==> config.mk <==
export PLATFORM = sky130hd
export DESIGN_NAME = clock_time_set_sequencer_core
export DESIGN_NICKNAME = d
export VERILOG_FILES = /design/src/rtl/ctss_pkg.sv /design/src/rtl/ctss_step.sv /design/src/rtl/clock_time_set_sequencer_core.sv
export SDC_FILE = /design/constraint.sdc
export NUM_CORES = 1
export LEC_CHECK = 0
export ABC_AREA = 0
export CAP_MARGIN = 30
export CORE_MARGIN = 3
export CORE_UTILIZATION = 35
export DETAILED_ROUTE_END_ITERATION = 8
export DONT_BUFFER_PORTS = 1
export GPL_ROUTABILITY_DRIVEN = 0
export GPL_TIMING_DRIVEN = 1
export PLACE_DENSITY_LB_ADDON = 0.12
export SLEW_MARGIN = 25
export SYNTH_ARGS = -nofsm -noshare
export SYNTH_HDL_FRONTEND = slang
export SYNTH_HIERARCHICAL = 1
export SYNTH_SLANG_ARGS = --single-unit
export TNS_END_PERCENT = 100
==> constraint.sdc <==
create_clock -name clk -period 4.6 [get_ports clk]
set_clock_uncertainty 0.1 [all_clocks]
set_input_delay 0.69 -clock clk [delete_from_list [all_inputs] [get_ports clk]]
set_output_delay 0.69 -clock clk [all_outputs]
set_load 0.03 [all_outputs]
==> src/rtl/ctss_pkg.sv <==
// Shared types, key codes and digit limits for the clock time set sequencer.
// No dependencies; imported by ctss_step and clock_time_set_sequencer_core.
package ctss_pkg;

  typedef logic [3:0] digit_t;

  typedef enum logic [1:0] {
    KEY_NONE   = 2'd0,
    KEY_UP     = 2'd1,
    KEY_DOWN   = 2'd2,
    KEY_SELECT = 2'd3
  } key_t;

  localparam logic       OP_START     = 1'b0;
  localparam logic [2:0] STAGE_IDLE   = 3'd4;
  localparam digit_t     BLANK_CODE   = 4'd10;
  localparam logic [15:0] BLINK_RESET = 16'd200;

  localparam digit_t TOP_HOUR_TENS  = 4'd2;
  localparam digit_t TOP_HOUR_UNITS = 4'd9;
  localparam digit_t TOP_HOUR_LATE  = 4'd3;
  localparam digit_t TOP_MIN_TENS   = 4'd5;
  localparam digit_t TOP_MIN_UNITS  = 4'd9;

  typedef struct packed {
    logic   opcode;
    key_t   key;
    logic   tick;
    digit_t cur_hour_tens;
    digit_t cur_hour_units;
    digit_t cur_min_tens;
    digit_t cur_min_units;
  } item_t;

  typedef struct packed {
    logic [2:0]        stage;
    digit_t [3:0]      digits;
    digit_t            orig_hour_units;
    logic              blank_phase;
    logic [15:0]       blink_count;
  } edit_state_t;

  typedef struct packed {
    digit_t [3:0] show;
    logic [2:0]   edit_position;
    logic         commit;
  } result_t;

  function automatic digit_t sat_digit(input digit_t v, input digit_t top);
    return (v > top) ? top : v;
  endfunction

endpackage

==> src/rtl/ctss_step.sv <==
// Next-state and result logic for one item of the time set sequencer.
// Purely combinational; depends on ctss_pkg.
module ctss_step (
  input  ctss_pkg::item_t       item,
  input  ctss_pkg::edit_state_t cur,
  input  logic [15:0]           blink_interval,
  output ctss_pkg::edit_state_t nxt,
  output ctss_pkg::result_t     res
);
  import ctss_pkg::*;

  logic [1:0]  pos;
  logic [15:0] count_tick;
  digit_t      top;
  digit_t      start_hour_tens;
  digit_t      start_hour_units;

  assign pos = cur.stage[1:0];
  assign count_tick = (item.tick && (cur.blink_count != 16'hFFFF))
                      ? cur.blink_count + 16'd1 : cur.blink_count;
  assign start_hour_tens  = sat_digit(item.cur_hour_tens, TOP_HOUR_TENS);
  assign start_hour_units = sat_digit(item.cur_hour_units, TOP_HOUR_UNITS);

  always_comb begin
    case (pos)
      2'd0:    top = TOP_HOUR_TENS;
      2'd1:    top = (cur.digits[0] == TOP_HOUR_TENS) ? TOP_HOUR_LATE : TOP_HOUR_UNITS;
      2'd2:    top = TOP_MIN_TENS;
      default: top = TOP_MIN_UNITS;
    endcase
  end

  always_comb begin
    nxt = cur;
    res.commit = 1'b0;
    if (item.opcode == OP_START) begin
      nxt.digits[0] = start_hour_tens;
      nxt.orig_hour_units = start_hour_units;
      nxt.digits[1] = (start_hour_tens == TOP_HOUR_TENS)
                      ? sat_digit(start_hour_units, TOP_HOUR_LATE) : start_hour_units;
      nxt.digits[2] = sat_digit(item.cur_min_tens, TOP_MIN_TENS);
      nxt.digits[3] = sat_digit(item.cur_min_units, TOP_MIN_UNITS);
      nxt.stage = 3'd0;
      nxt.blank_phase = 1'b0;
      nxt.blink_count = 16'd0;
    end else if (cur.stage < STAGE_IDLE) begin
      // Blink update happens before the key is handled.
      nxt.blink_count = count_tick;
      if (count_tick >= blink_interval) begin
        nxt.blank_phase = ~cur.blank_phase;
        nxt.blink_count = 16'd0;
      end
      case (item.key)
        KEY_UP: begin
          if (cur.digits[pos] < top) begin
            nxt.digits[pos] = cur.digits[pos] + 4'd1;
            nxt.blink_count = blink_interval;
            if ((pos == 2'd0) && (cur.digits[0] + 4'd1 == TOP_HOUR_TENS) &&
                (cur.digits[1] > TOP_HOUR_LATE)) begin
              nxt.digits[1] = 4'd0;
            end
          end
        end
        KEY_DOWN: begin
          if (cur.digits[pos] != 4'd0) begin
            nxt.digits[pos] = cur.digits[pos] - 4'd1;
            nxt.blink_count = blink_interval;
            // Lowering hour tens brings back the hour units loaded at start.
            if (pos == 2'd0) begin
              nxt.digits[1] = cur.orig_hour_units;
            end
          end
        end
        KEY_SELECT: begin
          nxt.stage = cur.stage + 3'd1;
          nxt.blank_phase = 1'b0;
          nxt.blink_count = 16'd0;
          if (pos == 2'd3) begin
            nxt.stage = STAGE_IDLE;
            res.commit = 1'b1;
          end
        end
        default: begin
        end
      endcase
    end
    for (int j = 0; j < 4; j++) begin
      res.show[j] = ((nxt.stage == 3'(j)) && nxt.blank_phase) ? BLANK_CODE : nxt.digits[j];
    end
    res.edit_position = nxt.stage;
  end

endmodule

==> src/rtl/clock_time_set_sequencer_core.sv <==
// Clock time set sequencer: steps a user through setting HH:MM digit by digit.
// The result of an accepted item appears on the output register in the cycle after it is accepted.
// Throughput: one item per cycle unless the output stalls; the edit state updates in the accepting cycle.
// Reset (rst, synchronous): idle, digits zero, blink interval 200, no result held.
// Depends on ctss_pkg and ctss_step.
module clock_time_set_sequencer_core (
  input  logic        clk,
  input  logic        rst,
  input  logic        cfg_we,
  input  logic [15:0] cfg_wdata,      // blink_interval
  input  logic        s_tvalid,
  output logic        s_tready,
  input  logic [15:0] s_tdata,        // key_code[1:0], tick, cur_hour_tens[1:0],
                                      // cur_hour_units[3:0], cur_min_tens[2:0],
                                      // cur_min_units[3:0]
  input  logic [0:0]  s_tuser,        // opcode
  output logic        m_tvalid,
  input  logic        m_tready,
  output logic [39:0] m_tdata         // show_hour_tens[3:0], show_hour_units[3:0],
                                      // show_min_tens[3:0], show_min_units[3:0],
                                      // edit_position[2:0], commit, new_hour_tens[1:0],
                                      // new_hour_units[3:0], new_min_tens[2:0],
                                      // new_min_units[3:0], zero fill
);
  import ctss_pkg::*;

  logic [15:0] blink_interval;
  edit_state_t state;
  edit_state_t state_next;
  item_t       item;
  result_t     res;
  logic        accept;

  assign s_tready = !m_tvalid || m_tready;
  assign accept   = s_tvalid && s_tready;

  assign item.opcode         = s_tuser[0];
  assign item.key            = key_t'(s_tdata[1:0]);
  assign item.tick           = s_tdata[2];
  assign item.cur_hour_tens  = {2'b00, s_tdata[4:3]};
  assign item.cur_hour_units = s_tdata[8:5];
  assign item.cur_min_tens   = {1'b0, s_tdata[11:9]};
  assign item.cur_min_units  = s_tdata[15:12];

  ctss_step u_step (
    .item           (item),
    .cur            (state),
    .blink_interval (blink_interval),
    .nxt            (state_next),
    .res            (res)
  );

  always_ff @(posedge clk) begin
    if (rst) begin
      blink_interval <= BLINK_RESET;
    end else if (cfg_we) begin
      blink_interval <= cfg_wdata;
    end
  end

  always_ff @(posedge clk) begin
    if (rst) begin
      state.stage           <= STAGE_IDLE;
      state.digits          <= '0;
      state.orig_hour_units <= '0;
      state.blank_phase     <= 1'b0;
      state.blink_count     <= '0;
      m_tvalid              <= 1'b0;
    end else if (accept) begin
      state    <= state_next;
      m_tvalid <= 1'b1;
    end else if (m_tready) begin
      m_tvalid <= 1'b0;
    end
  end

  always_ff @(posedge clk) begin
    if (accept) begin
      m_tdata <= {7'd0,
                  state_next.digits[3],
                  state_next.digits[2][2:0],
                  state_next.digits[1],
                  state_next.digits[0][1:0],
                  res.commit,
                  res.edit_position,
                  res.show[3], res.show[2], res.show[1], res.show[0]};
    end
  end

endmodule
**Word level (Yosys, flattened, before mapping)**

Cells that the tools add are included.

- Bits in registers: 90
- Input bits: 38
- Output and inout bits: 42
- Word-level logic and storage cells: 100

- $add $sub $neg: 5
- $lt $le $gt $ge: 11
- Equality and inequality tests: 14
- Muxes and demuxes: 34
- Bitwise gates (word level): 2
- Reductions and logical operators: 18

Operators by type and width:

| kind | number |
|---|---|
| 2-to-1 mux 16 bit | 5 |
| 2-to-1 mux 17 bit | 3 |
| case mux 16 bit (3 select lines) | 1 |
| 2-to-1 mux 19 bit | 2 |
| 2-to-1 mux 4 bit | 9 |
| bitwise mux 16 bit | 2 |
| case mux 16 bit (2 select lines) | 1 |
| adder 16 x 1 -> 16 bit (second input constant) | 1 |
| greater-or-equal comparator 16 bit | 1 |
| inequality test 16 bit (second input constant) | 1 |
| == test 4 x 2 -> 1 bit (second input constant) | 3 |
| case mux 4 bit (3 select lines) | 1 |
| logical AND 1 bit | 9 |
| 2-to-1 mux 3 bit | 3 |
| adder 4 x 1 -> 4 bit (second input constant) | 2 |
| binary-select mux 4 bit (select 2 bit) | 1 |
| demux 4 bit (select 2 bit) | 1 |
| == test 2 bit (second input constant) | 4 |
| > comparator 4 x 2 -> 1 bit (second input constant) | 2 |
| > comparator 4 bit (second input constant) | 2 |
| == test 3 x 2 -> 1 bit (second input constant) | 2 |
| == test 2 x 1 -> 1 bit (second input constant) | 2 |
| less-than comparator 4 bit | 1 |
| 2-to-1 mux 1 bit | 4 |
| other kinds (19) | 21 |

**Depth between registers and ports, before layout**

- Word-level depth: 12
- Mapped depth: 17

**By module**

The synthesis kept the hierarchy.

By module, submodules not included:

| module | times used | cells an instance | area an instance (um^2) |
|---|---|---|---|
| clock_time_set_sequencer_core | 1 | 280 | 3,547.2 |
| ctss_step | 1 | 495 | 3,178.0 |

**Least setup slack after synthesis**

No wires, ideal clock.

- Path kind: input port to flip-flop
- From: input s_tdata[2]
- To: register m_tdata[2], data pin
- Setup time: 286 ps
- Arrival time: 3,186 ps
- Path slack: 1,028 ps
- Stages on the path: 11
- Path buffers: 0
- Cell sequence: and3_1 > nor3b_1 > nand3_1 > xnor2_1 > ha_1 > a21o_1 > a21o_1 > a21oi_1 > o211ai_1 > xor2_1 > a21boi_0

- Cells in the longest elaborated chain, start to end: 8

Ends and longest elaborated chain:

| what | line | RTL |
|---|---|---|
| start: declaration | clock_time_set_sequencer_core.sv:13 | `input logic [15:0] s_tdata,` |
| logical AND 1 bit | ctss_step.sv:19 | `assign count_tick = (item.tick && (cur.blink_count != 16'hFFFF))` |
| 2-to-1 mux 16 bit | ctss_step.sv:20 | `? cur.blink_count + 16'd1 : cur.blink_count;` |
| greater-or-equal comparator 16 bit | ctss_step.sv:49 | `if (count_tick >= blink_interval) begin` |
| 2-to-1 mux 17 bit | ctss_step.sv:49 |  |
| 2-to-1 mux 1 bit | ctss_step.sv:53 | `case (item.key)` |
| 2-to-1 mux 17 bit | ctss_step.sv:46 | `end else if (cur.stage < STAGE_IDLE) begin` |
| 2-to-1 mux 17 bit | ctss_step.sv:36 | `if (item.opcode == OP_START) begin` |
| logical AND 1 bit | ctss_step.sv:88 | `res.show[j] = ((nxt.stage == 3'(j)) && nxt.blank_phase) ? BLANK_CODE : nxt.digits[j];` |
| end signal: assignment | clock_time_set_sequencer_core.sv:79 | `m_tdata <= {7'd0,` |
| end: declaration | clock_time_set_sequencer_core.sv:19 | `output logic [39:0] m_tdata` |

Every way passes these cells. The select of a mux whose other input is x is not followed.
A chain may end at the register's enable or synchronous reset.

==> results.tsv <==
metric	value	unit
synth_top_area_share	17.0	%
die-area	20900	um^2
ys_warn_count	6	
pwr-share-clk	35.9	%
port-buffer-count	0	
peakVddDrop	0.000195	V
drive_above_1_share	13.2	%
netlist_instances	775	
antenna_found_initial	0	
fin_hold_ws	0.293	ns
grt_max_degree	81	
clk_pin_slew_worst_paths	0.07	ns
min_period_over_period	84.4	%
grt-ovfl-total	0	
root_buffer	clkbuf_16	
ys_ff_latch	90	
die_x	145	um
netlist-cell-type-count	78	
grt_usage	19.5	%
die_h	145	um
combPwrFrac	16.5	%
p_seq_share	47.6	%
crit_type	register to register	
cts_tree	yes	
tightest_slew	0.970	ns
period_minus_slack	3.88	ns
cts_resized	0	
power_density	286	nW/um^2
cts_sinks	90	
synth-edff-count	33	
via_per_inst	5.84	
max-slew-margin-rel	34.8	%
hold_buffers	0	
antenna_cells	0	
hold_path_class	input port to register	
h-tree-depth	3	
synth-main-ff-cell	dfxtp_1	
synth_commonest_cells	nand2_1 (76), a21oi_1 (57), dfxtp_1 (57)	
grt_pass1_wl	31600	um
rows	50	
hold_viol	0	
start_util	35.8	%
end_kind	register	
crit_required	4.75	ns
yosys.area.top_type	dfxtp_1	
worst-endpoint-arrival	4.04	ns
io_pins	80	
core_area	18800	um^2
critical_path_peak_fanout	14	
finalSetupTns	0	ns
p_leak	2.65	nW
synthesis.area	6730	um^2
p_switching	0.000644	W
cts_buffers	9	
drc	0	
async_flop_share	0	%
yosysMostFrequentCell	nand2_1	
synth_area_per_cell	8.68	um^2
wl	20000	um
cts_setup_buffers	0	
start_kind	register	
dp_hpwl	14200	um
nets	818	
finalSetupViolCount	0	
wl_per_cell	20.3	um
p_sw_share	31.8	%
grt_pass1_vias	5504	
dr.pass1.iters	6	
maxCapViolCount	0	
yosysSeqAreaShare	31.7	%
final_util	37.7	%
drt_iter0_drc	568	
regToRegSetupSlack	0.72	ns
cts.path.max_buffers	2	
outcome	finished, final reports clean	
p_int	0.00138	W
rsz0062_at_grt	no	
area_growth	5.27	%
clock_latency	0.36	ns
drtAntennaViolNets	0	
slew_viol_final	0	
netlist_top_cells_area	dfxtp_1 (17%), edfxtp_1 (15%), ha_1 (6.1%)	
max_freq	0.257	GHz
vias	5754	
registers in the layout, indices dropped and copies added (netlist names):
name	cells
state	40
m_tdata	33
blink_interval	16
m_tvalid	1
power groups by stage:
stage | clock network (W) | logic (W) | registers (W)
finish | 0.000726 | 0.000334 | 0.000963
floorplan | 0 | 0.000288 | 0.000965
detailed placement | 0 | 0.000328 | 0.000982
global route | 0.000786 | 0.000368 | 0.000970
global placement | 0 | 0.000325 | 0.000981
CTS | 0.000759 | 0.000330 | 0.000964
worst paths after layout:
check                         start  depth (start not counted)                end
setup / recovery          state[38]                         15          state[14]
hold / removal                  rst                          1           m_tvalid
setup reg to reg          state[38]                         15          state[14]
hold reg to reg   blink_interval[4]                          2  blink_interval[4]
layout by cell type (no fill, tap or decap), drive strengths merged, types with 6 or more instances in the layout:
master and n:
and4 6, mux2i 21, dfxtp 57, nor2 49
inv 36, and3 7, a211oi 10, conb 11
mux2 8, a21o 9, edfxtp 33, ha 33
a21bo 39, nand3 52, clkbuf 9, o21ai 36
buf 13, nand3b 11, o211ai 9, nor2b 7
a21oi 97, and2 7, xor2 7, nor3 7
xnor2 12, nand2 78
metrics by stage:
step           total power (W)  instance area, um^2  worst slack (ns)  std cells
2_1_floorplan          0.00125                 6760              1.03        785
3_3_place_gp           0.00131                 6790             0.880        970
3_5_place_dp           0.00131                 6790             0.757        970
4_1_cts                0.00205                 7080             0.775        986
5_1_grt                0.00212                 7080             0.444        986
6_report               0.00202                 7080             0.716        986
critical path, cell delays in order, from the launching register on:
cell and delay [ns]:
dfxtp_1 0.37, buf_4 0.20, inv_1 0.12, ha_1 0.45, a21oi_1 0.11, or2_2 0.29
ha_1 0.19, a21o_1 0.18, a21oi_1 0.32, a21oi_2 0.19, a211oi_4 0.66, a21boi_0 0.25
or3b_1 0.13, a21oi_1 0.05, nand3_1 0.08, a21oi_2 0.06
cell families after synthesis:
| logic type | after synthesis | synth area share [%] |
|---|---|---|
| XOR/XNOR | 19 | 2.47 |
| buffers and inverters | 96 | 7.29 |
| adder cells (fa/ha/maj) | 33 | 6.14 |
| flip-flops | 90 | 31.7 |
| multiplexers | 32 | 5.53 |
| other | 1 | 0.0558 |
| AND/OR/NAND/NOR | 247 | 18.0 |
| AO/OA/AOI/OAI | 257 | 28.8 |
area by class of cell:
type	instances	area [um^2]
fill	1915	11700
multi-input combinational	599	4140
sequential	90	2130
tap	234	293
clock buffer	9	225
inverter	34	128
timing repair buffer	13	97.6
clock inverter	7	62.6
layer usage:
layer	wire [um]	vias up	global-route usage, %
met5	0	-	0
met4	418	0	6.92
met3	1020	22	2.91
met2	9380	203	31.4
met1	9150	2788	26.5
li1	-	2741	-
Power figures use the tool's default switching activity.
